==> src/fuds_pkg.sv <==
`timescale 1ns / 1ps
// Shared types, constants and sizes for the unsigned decimal formatter.
// No dependencies; every other file in src but fuds_out_if uses it by scoped names.
package fuds_pkg;

  // Width of the input argument field and of the part that is printed
  localparam int ARG_WIDTH   = 64;
  localparam int VALUE_WIDTH = 64;

  // Double-dabble conversion: bits shifted in per cycle, steps per value
  localparam int BITS_PER_STEP = 4;
  localparam int STEPS         = (VALUE_WIDTH + BITS_PER_STEP - 1) / BITS_PER_STEP;
  localparam int PAD_WIDTH     = STEPS * BITS_PER_STEP;
  localparam int STEP_CNT_W    = (STEPS > 1) ? $clog2(STEPS) : 1;

  // Most decimal digits of a 64-bit value
  localparam int MAX_DIGITS  = 20;
  localparam int DIGIT_IDX_W = $clog2(MAX_DIGITS);

  // Command queue between front and back
  localparam int QUEUE_DEPTH = 2;
  localparam int QPTR_W      = (QUEUE_DEPTH > 1) ? $clog2(QUEUE_DEPTH) : 1;
  localparam int QCNT_W      = $clog2(QUEUE_DEPTH + 1);

  // Character codes
  localparam logic [7:0] CHR_PERCENT = 8'h25;
  localparam logic [7:0] CHR_U       = 8'h75;
  localparam logic [7:0] CHR_ZERO    = 8'h30;
  localparam logic [7:0] CHR_NUL     = 8'h00;

  typedef enum logic {
    CMD_LITERAL,
    CMD_CONVERT
  } cmd_kind_t;

  typedef struct packed {
    cmd_kind_t              kind;
    logic [7:0]             ch;
    logic [VALUE_WIDTH-1:0] value;
  } cmd_t;

  typedef struct packed {
    logic full;
    logic empty;
  } q_status_t;

  typedef logic [MAX_DIGITS-1:0][3:0] bcd_t;

  typedef enum logic [1:0] {
    BK_IDLE,
    BK_CONVERT,
    BK_EMIT
  } back_state_t;

endpackage

==> src/fuds_in_if.sv <==
`timescale 1ns / 1ps
// Valid/ready channel carrying one format byte and its argument.
// Depends on fuds_pkg for the argument width.
interface fuds_in_if;
  logic                           valid;
  logic                           ready;
  logic [7:0]                     format_char;
  logic [fuds_pkg::ARG_WIDTH-1:0] argument;

  modport source (output valid, output format_char, output argument, input ready);
  modport sink (input valid, input format_char, input argument, output ready);
endinterface

==> src/fuds_out_if.sv <==
`timescale 1ns / 1ps
// Valid/ready channel carrying one output text byte and its end-of-run flag.
// No dependencies.
interface fuds_out_if;
  logic       valid;
  logic       ready;
  logic [7:0] out_char;
  logic       last_of_run;

  modport source (output valid, output out_char, output last_of_run, input ready);
  modport sink (input valid, input out_char, input last_of_run, output ready);
endinterface

==> src/fuds_front.sv <==
`timescale 1ns / 1ps
// Front end: accepts format bytes, tracks a pending '%', emits commands.
// Depends on fuds_pkg and fuds_in_if.
module fuds_front (
  input  logic                clk,
  input  logic                rst,
  fuds_in_if.sink             fmt,
  input  fuds_pkg::q_status_t q_status,
  output logic                push,
  output fuds_pkg::cmd_t      cmd
);

  logic percent_held;
  logic percent_held_next;
  logic accept;

  assign fmt.ready = !q_status.full;
  assign accept    = fmt.valid && fmt.ready;

  always_comb begin
    percent_held_next = percent_held;
    push              = 1'b0;
    cmd.kind          = fuds_pkg::CMD_LITERAL;
    cmd.ch            = fmt.format_char;
    cmd.value         = fmt.argument[fuds_pkg::VALUE_WIDTH-1:0];
    if (accept) begin
      if (fmt.format_char == fuds_pkg::CHR_NUL) begin
        percent_held_next = 1'b0;
        push              = 1'b1;
      end else if (percent_held) begin
        if (fmt.format_char != fuds_pkg::CHR_PERCENT) begin
          percent_held_next = 1'b0;
          push              = 1'b1;
          if (fmt.format_char == fuds_pkg::CHR_U) begin
            cmd.kind = fuds_pkg::CMD_CONVERT;
          end
        end
      end else if (fmt.format_char == fuds_pkg::CHR_PERCENT) begin
        percent_held_next = 1'b1;
      end else begin
        push = 1'b1;
      end
    end
  end

  always_ff @(posedge clk) begin
    if (rst) begin
      percent_held <= 1'b0;
    end else begin
      percent_held <= percent_held_next;
    end
  end

endmodule

==> src/fuds_cmd_fifo.sv <==
`timescale 1ns / 1ps
// Short command queue between front and back end.
// Depends on fuds_pkg.
module fuds_cmd_fifo (
  input  logic                clk,
  input  logic                rst,
  input  logic                push,
  input  fuds_pkg::cmd_t      push_cmd,
  input  logic                pop,
  output fuds_pkg::cmd_t      head,
  output fuds_pkg::q_status_t status
);

  fuds_pkg::cmd_t                   entries [fuds_pkg::QUEUE_DEPTH];
  logic [fuds_pkg::QPTR_W-1:0]      wr_ptr;
  logic [fuds_pkg::QPTR_W-1:0]      rd_ptr;
  logic [fuds_pkg::QCNT_W-1:0]      count;
  logic                             do_push;
  logic                             do_pop;

  assign status.full  = (count == fuds_pkg::QCNT_W'(fuds_pkg::QUEUE_DEPTH));
  assign status.empty = (count == '0);
  assign do_push      = push && !status.full;
  assign do_pop       = pop && !status.empty;
  assign head         = entries[rd_ptr];

  function automatic logic [fuds_pkg::QPTR_W-1:0] wrap_inc(
    input logic [fuds_pkg::QPTR_W-1:0] p
  );
    if (p == fuds_pkg::QPTR_W'(fuds_pkg::QUEUE_DEPTH - 1)) begin
      return '0;
    end
    return p + 1'b1;
  endfunction

  always_ff @(posedge clk) begin
    if (do_push) begin
      entries[wr_ptr] <= push_cmd;
    end
  end

  always_ff @(posedge clk) begin
    if (rst) begin
      wr_ptr <= '0;
      rd_ptr <= '0;
      count  <= '0;
    end else begin
      if (do_push) begin
        wr_ptr <= wrap_inc(wr_ptr);
      end
      if (do_pop) begin
        rd_ptr <= wrap_inc(rd_ptr);
      end
      if (do_push && !do_pop) begin
        count <= count + 1'b1;
      end else if (do_pop && !do_push) begin
        count <= count - 1'b1;
      end
    end
  end

endmodule

==> src/fuds_back.sv <==
`timescale 1ns / 1ps
// Back end: executes queued commands, converts values to decimal digits by
// double dabble and drives the output register. Depends on fuds_pkg, fuds_out_if.
module fuds_back (
  input  logic                clk,
  input  logic                rst,
  input  fuds_pkg::cmd_t      cmd,
  input  logic                cmd_valid,
  output logic                cmd_pop,
  fuds_out_if.source          text
);

  fuds_pkg::back_state_t                 state;
  fuds_pkg::back_state_t                 state_next;
  logic [fuds_pkg::PAD_WIDTH-1:0]        shreg;
  fuds_pkg::bcd_t                        bcd;
  logic [fuds_pkg::STEP_CNT_W-1:0]       step_cnt;
  logic [fuds_pkg::DIGIT_IDX_W-1:0]      idx;
  logic                                  started;
  logic                                  out_valid;
  logic [7:0]                            out_char;
  logic                                  out_last;

  logic                                  slot_free;
  logic                                  load_out;
  logic [7:0]                            load_char;
  logic                                  load_last;
  logic                                  start_conv;
  logic                                  do_step;
  logic                                  idx_dec;
  logic                                  set_started;
  logic [3:0]                            digit;

  // One step of double dabble: shift in BITS_PER_STEP bits, MSB first
  function automatic fuds_pkg::bcd_t dabble(
    input fuds_pkg::bcd_t                     d_in,
    input logic [fuds_pkg::BITS_PER_STEP-1:0] bits
  );
    fuds_pkg::bcd_t d;
    d = d_in;
    for (int s = 0; s < fuds_pkg::BITS_PER_STEP; s++) begin
      for (int k = 0; k < fuds_pkg::MAX_DIGITS; k++) begin
        if (d[k] >= 4'd5) begin
          d[k] = d[k] + 4'd3;
        end
      end
      d = fuds_pkg::bcd_t'({d, bits[fuds_pkg::BITS_PER_STEP-1-s]});
    end
    return d;
  endfunction

  assign text.valid       = out_valid;
  assign text.out_char    = out_char;
  assign text.last_of_run = out_last;
  assign slot_free        = !out_valid || text.ready;
  assign digit            = bcd[idx];

  // Next state
  always_comb begin
    state_next = state;
    unique case (state)
      fuds_pkg::BK_IDLE: begin
        if (cmd_valid && cmd.kind == fuds_pkg::CMD_CONVERT) begin
          state_next = fuds_pkg::BK_CONVERT;
        end
      end
      fuds_pkg::BK_CONVERT: begin
        if (step_cnt == '0) begin
          state_next = fuds_pkg::BK_EMIT;
        end
      end
      fuds_pkg::BK_EMIT: begin
        if (load_out && idx == '0) begin
          state_next = fuds_pkg::BK_IDLE;
        end
      end
      default: state_next = fuds_pkg::BK_IDLE;
    endcase
  end

  // Control outputs
  always_comb begin
    cmd_pop     = 1'b0;
    load_out    = 1'b0;
    load_char   = cmd.ch;
    load_last   = 1'b1;
    start_conv  = 1'b0;
    do_step     = 1'b0;
    idx_dec     = 1'b0;
    set_started = 1'b0;
    unique case (state)
      fuds_pkg::BK_IDLE: begin
        if (cmd_valid) begin
          if (cmd.kind == fuds_pkg::CMD_CONVERT) begin
            cmd_pop    = 1'b1;
            start_conv = 1'b1;
          end else if (slot_free) begin
            cmd_pop  = 1'b1;
            load_out = 1'b1;
          end
        end
      end
      fuds_pkg::BK_CONVERT: begin
        do_step = 1'b1;
      end
      fuds_pkg::BK_EMIT: begin
        load_char = fuds_pkg::CHR_ZERO + {4'd0, digit};
        load_last = (idx == '0);
        if (!started && digit == 4'd0 && idx != '0) begin
          idx_dec = 1'b1;
        end else if (slot_free) begin
          load_out    = 1'b1;
          set_started = 1'b1;
          idx_dec     = (idx != '0);
        end
      end
      default: begin
      end
    endcase
  end

  always_ff @(posedge clk) begin
    if (rst) begin
      state     <= fuds_pkg::BK_IDLE;
      out_valid <= 1'b0;
    end else begin
      state <= state_next;
      if (load_out) begin
        out_valid <= 1'b1;
      end else if (text.ready) begin
        out_valid <= 1'b0;
      end
    end
  end

  always_ff @(posedge clk) begin
    if (load_out) begin
      out_char <= load_char;
      out_last <= load_last;
    end
    if (start_conv) begin
      shreg    <= fuds_pkg::PAD_WIDTH'(cmd.value);
      bcd      <= '0;
      step_cnt <= fuds_pkg::STEP_CNT_W'(fuds_pkg::STEPS - 1);
    end else if (do_step) begin
      bcd      <= dabble(bcd, shreg[fuds_pkg::PAD_WIDTH-1 -: fuds_pkg::BITS_PER_STEP]);
      shreg    <= shreg << fuds_pkg::BITS_PER_STEP;
      step_cnt <= step_cnt - 1'b1;
    end
    if (do_step && step_cnt == '0) begin
      idx     <= fuds_pkg::DIGIT_IDX_W'(fuds_pkg::MAX_DIGITS - 1);
      started <= 1'b0;
    end else begin
      if (idx_dec) begin
        idx <= idx - 1'b1;
      end
      if (set_started) begin
        started <= 1'b1;
      end
    end
  end

endmodule

==> src/format_unsigned_decimal_stream.sv <==
`timescale 1ns / 1ps
// Top level of the streaming unsigned decimal formatter.
// Depends on fuds_pkg, fuds_in_if, fuds_out_if, fuds_front, fuds_cmd_fifo, fuds_back.
//
// Channels:
//   fmt  (sink)   : one format byte per transaction plus the argument printed if
//                   the byte completes a "%u"; only its low VALUE_WIDTH bits are used.
//   text (source) : one output byte per transaction; last_of_run marks the final
//                   byte caused by one input transaction.
//   A '%' is held and produces nothing; "%u" prints the argument in decimal, most
//   significant digit first; "%%" keeps the mark held; '%' and another byte prints
//   that byte; a NUL prints 0 and clears the mark.
// Timing:
//   Ordinary bytes: the output register loads in the cycle the command leaves the
//   queue, the cycle after the input transaction when the back end is idle and its
//   output register free, so a run of literals streams at one byte per cycle while
//   text.ready stays high. "%u": a start step, STEPS double-dabble steps, then a
//   walk over all MAX_DIGITS (20) digit positions that skips leading zeros and
//   emits one digit a cycle while the output register is free. The front keeps
//   accepting until the queue fills.
// Reset: synchronous rst clears the held '%', the queue and the output valid.
// Stalls: a low text.ready holds the output register and stops the back end at its
//   next output byte; the two-entry command queue fills and fmt.ready drops.
module format_unsigned_decimal_stream (
  input  logic        clk,
  input  logic        rst,
  fuds_in_if.sink     fmt,
  fuds_out_if.source  text
);

  // Front-to-queue and queue-to-back connections
  logic                push;
  fuds_pkg::cmd_t      push_cmd;
  fuds_pkg::cmd_t      head;
  fuds_pkg::q_status_t q_status;
  logic                pop;

  fuds_front u_front (
    .clk      (clk),
    .rst      (rst),
    .fmt      (fmt),
    .q_status (q_status),
    .push     (push),
    .cmd      (push_cmd)
  );

  fuds_cmd_fifo u_fifo (
    .clk      (clk),
    .rst      (rst),
    .push     (push),
    .push_cmd (push_cmd),
    .pop      (pop),
    .head     (head),
    .status   (q_status)
  );

  fuds_back u_back (
    .clk       (clk),
    .rst       (rst),
    .cmd       (head),
    .cmd_valid (!q_status.empty),
    .cmd_pop   (pop),
    .text      (text)
  );

  // Queue can never be full and empty at once
  a_queue_consistent: assert property (@(posedge clk) disable iff (rst)
    !(q_status.full && q_status.empty))
    else $error("command queue reports full and empty together");

  // Front never pushes into a full queue
  a_no_push_full: assert property (@(posedge clk) disable iff (rst)
    push |-> !q_status.full)
    else $error("command pushed into full queue");

  // Back never pops an empty queue
  a_no_pop_empty: assert property (@(posedge clk) disable iff (rst)
    pop |-> !q_status.empty)
    else $error("command popped from empty queue");

  // A popped command frees a slot unless a push lands in the same cycle
  a_pop_frees: assert property (@(posedge clk) disable iff (rst)
    (pop && !push) |=> !q_status.full)
    else $error("queue still full after a pop");

endmodule

==> src/flat_wrapper.sv <==
// flat-port wrapper written by rule: the top's interface ports become plain ports
module format_unsigned_decimal_stream_flat 
  (clk, rst, fmt_valid, fmt_format_char, fmt_argument, fmt_ready, text_valid, text_out_char, text_last_of_run, text_ready);
  fuds_in_if fmt_i ();
  fuds_out_if text_i ();
  input  logic clk;
  input  logic rst;
  input wire logic [$bits(fmt_i.valid)-1:0] fmt_valid;
  input wire logic [$bits(fmt_i.format_char)-1:0] fmt_format_char;
  input wire logic [$bits(fmt_i.argument)-1:0] fmt_argument;
  output wire logic [$bits(fmt_i.ready)-1:0] fmt_ready;
  output wire logic [$bits(text_i.valid)-1:0] text_valid;
  output wire logic [$bits(text_i.out_char)-1:0] text_out_char;
  output wire logic [$bits(text_i.last_of_run)-1:0] text_last_of_run;
  input wire logic [$bits(text_i.ready)-1:0] text_ready;
  assign fmt_i.valid = fmt_valid;
  assign fmt_i.format_char = fmt_format_char;
  assign fmt_i.argument = fmt_argument;
  assign fmt_ready = fmt_i.ready;
  assign text_valid = text_i.valid;
  assign text_out_char = text_i.out_char;
  assign text_last_of_run = text_i.last_of_run;
  assign text_i.ready = text_ready;
  format_unsigned_decimal_stream u_core (.clk(clk), .rst(rst), .fmt(fmt_i), .text(text_i));
endmodule
==> config.mk <==
export PLATFORM = sky130hd
export DESIGN_NAME = format_unsigned_decimal_stream_flat
export DESIGN_NICKNAME = d
export VERILOG_FILES = /design/src/fuds_pkg.sv /design/src/fuds_in_if.sv /design/src/fuds_out_if.sv /design/src/fuds_front.sv /design/src/fuds_cmd_fifo.sv /design/src/fuds_back.sv /design/src/format_unsigned_decimal_stream.sv /design/src/flat_wrapper.sv
export SDC_FILE = /design/constraint.sdc
export NUM_CORES = 1
export LEC_CHECK = 0
export ABC_AREA = 1
export BUFFER_PORTS_ARGS = -buffer_cell sky130_fd_sc_hd__buf_2
export CAP_MARGIN = 20
export CORE_MARGIN = 2
export CORE_UTILIZATION = 30
export CTS_BUF_LIST = sky130_fd_sc_hd__clkbuf_8
export CTS_CLUSTER_DIAMETER = 200
export DETAILED_ROUTE_END_ITERATION = 6
export SLEW_MARGIN = 20
export SYNTH_ARGS = -nofsm -noshare
export SYNTH_HDL_FRONTEND = slang
export SYNTH_SLANG_ARGS = --single-unit
==> constraint.sdc <==
create_clock -name clk -period 4.3 [get_ports clk]
set_input_delay 0 -clock clk [delete_from_list [all_inputs] [get_ports clk]]
set_output_delay 0 -clock clk [all_outputs]
set_load 0.02 [all_outputs]
==> results of run 1 <==
[critical path: stages, from the launching register on]
cell and delay, ns:
dfxtp_1 0.34, inv_1 0.13, ha_1 0.19, nand2_1 0.08
nand2_1 0.06, nor2_1 0.04, nor2_1 0.25, inv_1 0.10
ha_1 0.18, nand3b_1 0.15, nand2_1 0.09, nand3_1 0.08
and2_2 0.23, ha_1 0.18, inv_1 0.05, nand4_1 0.08
nand2_1 0.11, nand2_1 0.07, nand2_1 0.07, nand2_1 0.09
ha_1 0.24, nand2_1 0.07, nand3_1 0.11, nand2_1 0.10
nand2_1 0.05, nand3_1 0.06, nand2_1 0.06
[layer usage]
metal / track usage / routed length [um] / vias to the layer above
li1: - / - / 9001
met1: 0.172 / 21900 / 7714
met2: 0.235 / 21600 / 224
met3: 0.0245 / 1700 / 58
met4: 0.0334 / 775 / 0
met5: 0 / 0 / -
[area by class of cell]
type / instances / area share
inverters: 357 / 0.0589
well taps: 855 / 0.0468
clock inverters: 37 / 0.00778
flip-flops and latches: 318 / 0.375
repair buffers: 174 / 0.0576
multi-input cells: 1879 / 0.417
clock buffers: 62 / 0.0374
[synthesized netlist by cell type (all sizes together) (2+ instances only)]
cell type | count | area share
ha | 65 | 0.041
dfxtp | 99 | 0.10
nor2 | 141 | 0.029
o21ai | 188 | 0.053
xnor2 | 6 | 0.0027
a31oi | 65 | 0.021
nand3b | 8 | 0.0031
inv | 356 | 0.068
nand2 | 914 | 0.19
a22oi | 2 | 0.00076
nand4 | 35 | 0.011
mux2i | 2 | 0.0010
edfxtp | 219 | 0.33
a21o | 3 | 0.0011
o22ai | 20 | 0.0064
a21oi | 77 | 0.020
o21a | 2 | 0.00076
o21bai | 15 | 0.0057
clkbuf | 49 | 0.0094
or2 | 2 | 0.00064
and2 | 10 | 0.0032
xor2 | 7 | 0.0031
o211ai | 8 | 0.0031
nor3 | 4 | 0.0010
buf | 15 | 0.0038
nand3 | 303 | 0.088
[sequential cells by signal, indices dropped and copies added (netlist names), named ones only]
name and count:
u_core.u_front.percent_held 1, u_core.u_back.text.last_of_run 1, u_core.u_fifo.rd_ptr 1, u_core.u_back.state 2
u_core.u_back.idx 5, u_core.u_back.text.valid 1, u_core.u_fifo.entries 146, u_core.u_back.bcd 80
u_core.u_back.text.out_char 8, u_core.u_fifo.count 2, u_core.u_back.started 1, u_core.u_back.step_cnt 4
u_core.u_back.shreg 64, u_core.u_fifo.wr_ptr 1
[logic make-up (layout without fill, tap and decap cells)]
family                   count (synthesis)  in the layout  synth area share
AND/OR/NAND/NOR                       1419           1419             0.324
buffers and inverters                  421            630            0.0813
AO/OA/AOI/OAI                          380            380             0.111
flip-flops                             318            318             0.435
adder cells (fa/ha/maj)                 65             65            0.0414
XOR/XNOR                                13             13           0.00579
multiplexers                             2              2           0.00102
[path summary, 6_finish.rpt]
check | end | slack (ns) | depth (start not counted)
max | u_core.u_back.bcd[78] | 0.93 | 26
min reg2reg | u_core.u_back.bcd[0] | 0.43 | 2
max reg2reg | u_core.u_back.bcd[78] | 0.93 | 26
min | u_core.u_fifo.entries[1][30] | 0.07 | 2
[per-stage QoR]
| stage | setup slack (ns) | hold WS [ns] | util | area (um^2) | cells |
|---|---|---|---|---|---|
| global route | 0.519 | 0.0368 | 0.354 | 22800 | 3682 |
| floorplan | 0.773 | 0.0691 | - | 19700 | 2618 |
| detailed placement | 0.980 | 0.191 | 0.326 | 21100 | 3508 |
| finish | 0.935 | 0.0686 | 0.354 | 22800 | 3682 |
| CTS | 0.971 | 0.00808 | 0.354 | 22800 | 3682 |
| global placement | 1.03 | 0.188 | 0.326 | 21100 | 3508 |
==> metrics.txt, run 1 <==
Post-CTS Setup Repair Bufs=0; Yosys warnings=0; die area=0.0676 mm^2; io pins=slightly below 90; sequential share of the synthesized area=0.435; via count of the first global-routing pass=15800; Fin. Hold Viols=0; Slew headroom=0.380; die width=approximately 260 um; #FFs+latches synth=~320; Final ANT Viol Nets=0; Avg Vias per Cell=around 4.6; site row count=between 90 and 100; Overall Global Routing Usage=0.135; Worst-Margin Slew=0.930 ns; Hold Startpoint=fmt_argument[30]; fin crit share=0.783; Clock transition at path regs=~0.060 ns; Fillers=around 6800; routability cong.=0.801; TNS Setup=0 ns; Critical Path AT=slightly below 4 ns; largest net degree at the start of global routing=83; Period minus WS final=between 3 and 4 ns; Net Count, Synth=roughly 2800; via count=roughly 17000; total grt overflow=0; worst hold-check path type=in2reg; crit-path max FO=4; kind of critical path=reg2reg; Worst Setup Start Kind=flop; initial antenna violation count=0; register area=0.00856 mm^2; commonest non-fill, non-tap cell in the layout=nand2_1; Buffers on Ports=86; Post-synth ARST share=0; Initial Utilization=0.304; CTS max path bufs=3; DRC marker count from the first detailed-route iteration=930; core box area=0.0646 mm^2; cts hold-fix bufs=75; area of the multi-input gates=roughly 0.0095 mm^2; area grow syn2layout=16.2%; final wirelength=approximately 46000 um; commonest cells after routing, fill and taps aside=819 x nand2_1, 344 x inv_1, 263 x nand3_1; TritonCTS clock tree=yes; CP Capture Type=flop; RSZ-0062 raised after global routing=false; total CTS buffers=54; Post-Syn Instances=~2600; FMAX=0.297 GHz; R2R Path Start=u_core.u_back.bcd[72]; Clock Tree Root=clkbuf_8; Sinks on Clock Net=318; Clk Latency, worst-skew pair=about 0.65 ns; CP Launch Point=u_core.u_back.bcd[72]; Post-CTS Resized=0; Post-synth top flop=edfxtp_1; Finish-stage setup viols=0; ant diodes=0; max cap viols=0; Initial DRT Pass Iterations=5; average wire per standard cell=~12 um; global-route wire length before repair=between 70000 and 80000 um; proportion of layout cells with a drive suffix above 1=0.135; status=complete, no violations; Max Slew Vio Count=0; Synth Cell Area=about 0.020 mm^2; die height=around 260 um; Setup Skew=about 0.038 ns; count of cell types in the netlist=43; EDFF count, synth=around 220; hpwl dp=31400 um; Final nets=2925; CP Data Required Time=~4.8 ns; syn_area_per_cell=roughly 7.5 um^2; number of remaining DRC errors=0; H-tree levels=2
Power of run 1 is left out: the tool's default activity adds up to more than one toggle a clock period on the data nets, which glitch-free logic cannot reach.
==> run 2, diff against run 1 <==
Clock period 4.3 ns to 2.9 ns, I/O delays scaled along.
==> run 2 against run 1 <==
  * The flow now finishes with violations (negative setup slack)
  * Final area is 5.7% higher
  * Via count is 2.4% higher
  * Count of clock-buffer cells in the layout decreased by 2
  * Non-clock buffer count rose by 70
  * Final cell count increased by 1.9%
  * Sequential share of layout area decreased by 1.8 points
  * Die area unchanged
  * Clock skew up 0.0093 ns
  * Core utilization is 2.0 points higher
==> metrics.txt, run 2 (synthesis gave the netlist of run 1 again) <==
routability cong.=0.806 (+0.59%); Worst Hold Depth=2 (unchanged); Final ANT Viol Nets=0 (unchanged); via count of the first global-routing pass=16100 (+1.5%); area grow syn2layout=22.8%; Final nets=2996 (+2.4%); die width=260 um (unchanged); Buffers on Ports=86 (unchanged); Clock transition at path regs=0.06 ns (about the same); largest net degree at the start of global routing=141 (+70%); TritonCTS clock tree=yes; DRT met1 WL=22300 um (+2.0%); Avg Vias per Cell=4.64 (+0.56%); slowest CP cell=dfxtp_2; fin crit share=1.00 (+0.218); WP buf/inv=4 (+1); initial antenna violation count=0 (unchanged); die area=0.0676 mm^2 (unchanged); Period minus WS final=2.90 ns (-0.465 ns); top routing layer used=met4; Finish-stage setup viols=1 (+1); die height=260 um (unchanged); Max Slew Vio Count=0 (unchanged); Slew headroom=0.430 (+0.0495); CTS max path bufs=3 (unchanged); Setup WS pre-CTS=-0.121 ns (-1.10 ns); RSZ-0062 raised after global routing=true; FMAX=0.345 GHz (+16%); Fin. Hold Viols=0 (unchanged); met2 routed WL=22700 um (+5.3%); Fillers=6629 (-2.0%); Critical Path AT=3.45 ns (-0.45 ns); met3 wire len=2050 um (+21%); status=finished with violations; CP Capture Type=flop; Sinks on Clock Net=318 (unchanged); largest registers=u_core.u_fifo.entries: 146 flops, u_core.u_back.bcd: 80 flops, u_core.u_back.shreg: 64 flops; crit-path leading delay family=simple AND/OR/NAND/NOR gates; Initial DRT Pass Iterations=5 (unchanged); Final WS setup=-0.000533 ns (-0.935 ns); total CTS buffers=55 (+1.9%); H-tree levels=2 (unchanged); reg2reg path depth=27 (+3.8%); Final Util=0.374 (+0.0203); Worst path depth=27 (+3.8%); Worst Setup Start Kind=flop; ant diodes=0 (unchanged); worst hold-check path type=in2reg; max incr delay on CP=0.35 ns (about the same); crit-path max FO=3 (-1); commonest cells after routing, fill and taps aside=744 x nand2_1, 320 x inv_1, 241 x nand3_1; total grt overflow=0 (unchanged); final wirelength=48100 um (+4.6%); core box area=0.0646 mm^2 (unchanged); average wire per standard cell=12.8 um (+2.7%); failing checks=negative setup slack; kind of critical path=reg2reg; Overall Global Routing Usage=0.139 (+0.00390); proportion of layout cells with a drive suffix above 1=0.215 (+0.0796); Clock Tree Root=clkbuf_8; site row count=93 (unchanged); hpwl dp=33000 um (+5.0%); io pins=87 (unchanged); max FFs per register=146 (unchanged); CP Data Required Time=3.45 ns (-1.39 ns); Setup Skew=0.0471 ns (+0.00929 ns); Crit path top cell by count=nand2_2; Initial Utilization=0.304 (unchanged); number of remaining DRC errors=0 (unchanged); via count=17400 (+2.4%); Worst-Margin Slew=0.856 ns (-0.0743 ns); commonest non-fill, non-tap cell in the layout=nand2_1; Biggest register=u_core.u_fifo.entries; DRC marker count from the first detailed-route iteration=922 (-0.86%); Clk Latency, worst-skew pair=0.65 ns (about the same); max cap viols=0 (unchanged); global-route wire length before repair=77600 um (+2.8%)
-- run 2: path summary, 6_finish.rpt --
path                                             from                           end  slack (ns)
worst min register to register  u_core.u_back.started         u_core.u_back.started        0.47
worst max register to register  u_core.u_back.bcd[73]         u_core.u_back.bcd[78]     -0.0005
worst min-delay path                 fmt_argument[43]  u_core.u_fifo.entries[1][43]        0.07
worst max-delay path            u_core.u_back.bcd[73]         u_core.u_back.bcd[78]     -0.0005
-- run 2: stage by stage --
stage	setup TNS, ns	cell area (um^2)	hold WS, ns	std cells
4_1_cts	0	23500	0.00699	3733
3_5_place_dp	-0.269	21500	0.191	3554
5_1_grt	-0.750	24200	0.0229	3751
2_1_floorplan	-58.57	19700	0.0691	2618
3_3_place_gp	-0.256	21500	0.189	3554
6_report	-0.000533	24200	0.0673	3751
-- run 2: area by class of cell --
class	count	area, um^2	area share
repair buffers	244	1930	0.0800
flip-flops and latches	318	8610	0.356
inverters	357	1350	0.0559
clock inverters	38	277	0.0114
clock buffers	60	826	0.0342
multi-input cells	1879	10100	0.418
well taps	855	1070	0.0443
-- run 2: layer usage --
layer	vias to the layer above	track usage
li1	9147	-
met1	7894	0.179
met2	297	0.238
met3	74	0.0253
met4	0	0.0383
met5	-	0
-- run 2: timing repair --
| action | CTS | global route |
|---|---|---|
| hold endpoints to repair | 159 | 0 |
| pin swaps | 18 | 48 |
| setup buffers | 6 | 19 |
| gates resized for setup | 21 | 191 |
| setup endpoints to repair | 3 | 79 |
| gates cloned | 0 | 0 |
| hold buffers | 75 | 0 |
-- run 2: worst reg2reg max path, cell delays in order, from the launching register on --
cell      delay, ns
dfxtp_2        0.35
inv_4          0.05
ha_4           0.15
inv_2          0.05
nand2_2        0.06
nand2_2        0.06
nor2_2         0.03
nor2_1         0.12
inv_1          0.07
ha_2           0.17
nand3b_1       0.16
nand2_2        0.08
nand3_2        0.08
and2_4         0.19
ha_4           0.15
inv_2          0.03
nand4_1        0.09
nand2_2        0.11
nand2_2        0.07
nand2_2        0.10
nand2_4        0.08
ha_4           0.17
nand2_2        0.08
nand3_4        0.08
nand2_2        0.08
nand2_1        0.05
nand3_1        0.07
nand2_1        0.05
Power of run 2 is left out for the same reason.
==> run 3, diff against run 2 <==
Settings changed: SKIP_LAST_GASP set to 1.
==> run 3 against run 2 <==
  * The flow now finishes without violations
  * Register-to-register slack barely moved
  * Die area did not move
  * Via count barely moved
  * Setup slack improved by 0.0047 ns
  * Flip-flop and latch count did not move
  * Final area barely moved
  * Core utilization barely moved
  * Clock skew rose by 0.00072 ns
  * Global-route usage did not move
  * Critical path depth did not move
  * Non-clock buffer count did not move
  * Critical endpoint unchanged
==> metrics.txt, run 3 (synthesis gave the netlist of run 1 again) <==
Initial DRT Pass Iterations=6 (+1); site row count=93 (unchanged); Crit path top cell by count=nand2_2; Slew headroom=0.430 (+0.000661); largest registers=u_core.u_fifo.entries: 146 flops, u_core.u_back.bcd: 80 flops, u_core.u_back.shreg: 64 flops; Setup WS pre-CTS=-0.121 ns (unchanged); io pins=87 (unchanged); DRC marker count from the first detailed-route iteration=894 (-3.0%); Final ANT Viol Nets=0 (unchanged); status=complete, no violations; TritonCTS clock tree=yes; H-tree levels=2 (unchanged); Fin. Hold Viols=0 (unchanged); Final nets=2996 (unchanged); Final WS setup=0.00414 ns (+0.00467 ns); number of remaining DRC errors=0 (unchanged); area grow syn2layout=22.8% (about the same); commonest cells after routing, fill and taps aside=745 x nand2_1, 320 x inv_1, 241 x nand3_1; slowest CP cell=dfxtp_2; CP Data Required Time=3.45 ns (about the same); Period minus WS final=2.90 ns (-0.00467 ns); Overall Global Routing Usage=0.139 (unchanged); Clock Tree Root=clkbuf_8; CTS max path bufs=3 (unchanged); die height=260 um (unchanged); routability cong.=0.806 (unchanged); max cap viols=0 (unchanged); largest net degree at the start of global routing=141 (unchanged); hold slack=0.0652 ns (-0.00205 ns); Finish-stage setup viols=0 (-1); Critical Path AT=3.44 ns (about the same); FMAX=0.345 GHz (+0.16%); die area=0.0676 mm^2 (unchanged); global-route wire length before repair=77600 um (unchanged); max incr delay on CP=0.35 ns (about the same); crit-path leading delay family=simple AND/OR/NAND/NOR gates; total grt overflow=0 (unchanged); CP Capture Type=flop; fin crit share=0.999 (-0.00161); Max Slew Vio Count=0 (unchanged); Sinks on Clock Net=318 (unchanged); TNS Setup=0 ns (+0.000533 ns); WP buf/inv=4 (unchanged); Worst Setup Start Kind=flop; Avg Vias per Cell=4.64 (about the same); RSZ-0062 raised after global routing=true; Biggest register=u_core.u_fifo.entries; via count=17400 (-0.023%); die width=260 um (unchanged); average wire per standard cell=12.8 um (about the same); final wirelength=48100 um (about the same); Initial Utilization=0.304 (unchanged); kind of critical path=reg2reg; core box area=0.0646 mm^2 (unchanged); hpwl dp=33000 um (unchanged); via count of the first global-routing pass=16100 (unchanged); Clock transition at path regs=0.06 ns (about the same); ant diodes=0 (unchanged); Buffers on Ports=86 (unchanged); Clk Latency, worst-skew pair=0.66 ns (about the same); commonest non-fill, non-tap cell in the layout=nand2_1; initial antenna violation count=0 (unchanged); worst hold-check path type=in2reg; proportion of layout cells with a drive suffix above 1=0.215 (-0.000345); Worst-Margin Slew=0.855 ns (-0.000991 ns); Setup Skew=0.0479 ns (+0.000725 ns); crit-path max FO=3 (unchanged); max FFs per register=146 (unchanged); total CTS buffers=55 (unchanged)
==> run 3: layer usage <==
metal  vias up  GRT usage  routed length [um]
met3        82     0.0253                2150
met1      7869      0.179               22200
li1       9145          -                   -
met4         0     0.0383                1020
met2       312      0.238               22700
met5         -          0                   0
==> run 3: what timing repair did <==
item	4_1_cts	5_1_grt
resized for setup	21	190
buffers inserted	6	19
pin swaps	18	48
endpoints found under the hold margin	159	0
endpoints found under the setup margin	3	79
hold buffers	75	0
==> run 3: through the flow <==
stage	std cells	util	area [um^2]
2_1_floorplan	2618	-	19700
3_3_place_gp	3554	0.333	21500
3_5_place_dp	3554	0.333	21500
4_1_cts	3733	0.363	23500
5_1_grt	3751	0.374	24200
6_report	3751	0.374	24200
==> run 3: cell type report <==
cell class,instances,area [um^2]
clock buffers,60,826
well taps,855,1070
multi-input cells,1879,10100
repair buffers,244,1930
flip-flops and latches,318,8610
inverters,357,1350
clock inverters,38,277
fillers,6627,40400
==> run 3: path summary, 6_finish.rpt <==
check / startpoint / endpoint / slack, ns / cells past startpoint
worst max-delay path: u_core.u_back.bcd[73] / u_core.u_back.bcd[78] / 0.004 / 27
worst min-delay path: fmt_argument[43] / u_core.u_fifo.entries[1][43] / 0.07 / 2
worst max register to register: u_core.u_back.bcd[73] / u_core.u_back.bcd[78] / 0.004 / 27
worst min register to register: u_core.u_back.started / u_core.u_back.started / 0.47 / 1
Power of run 3 is left out for the same reason.
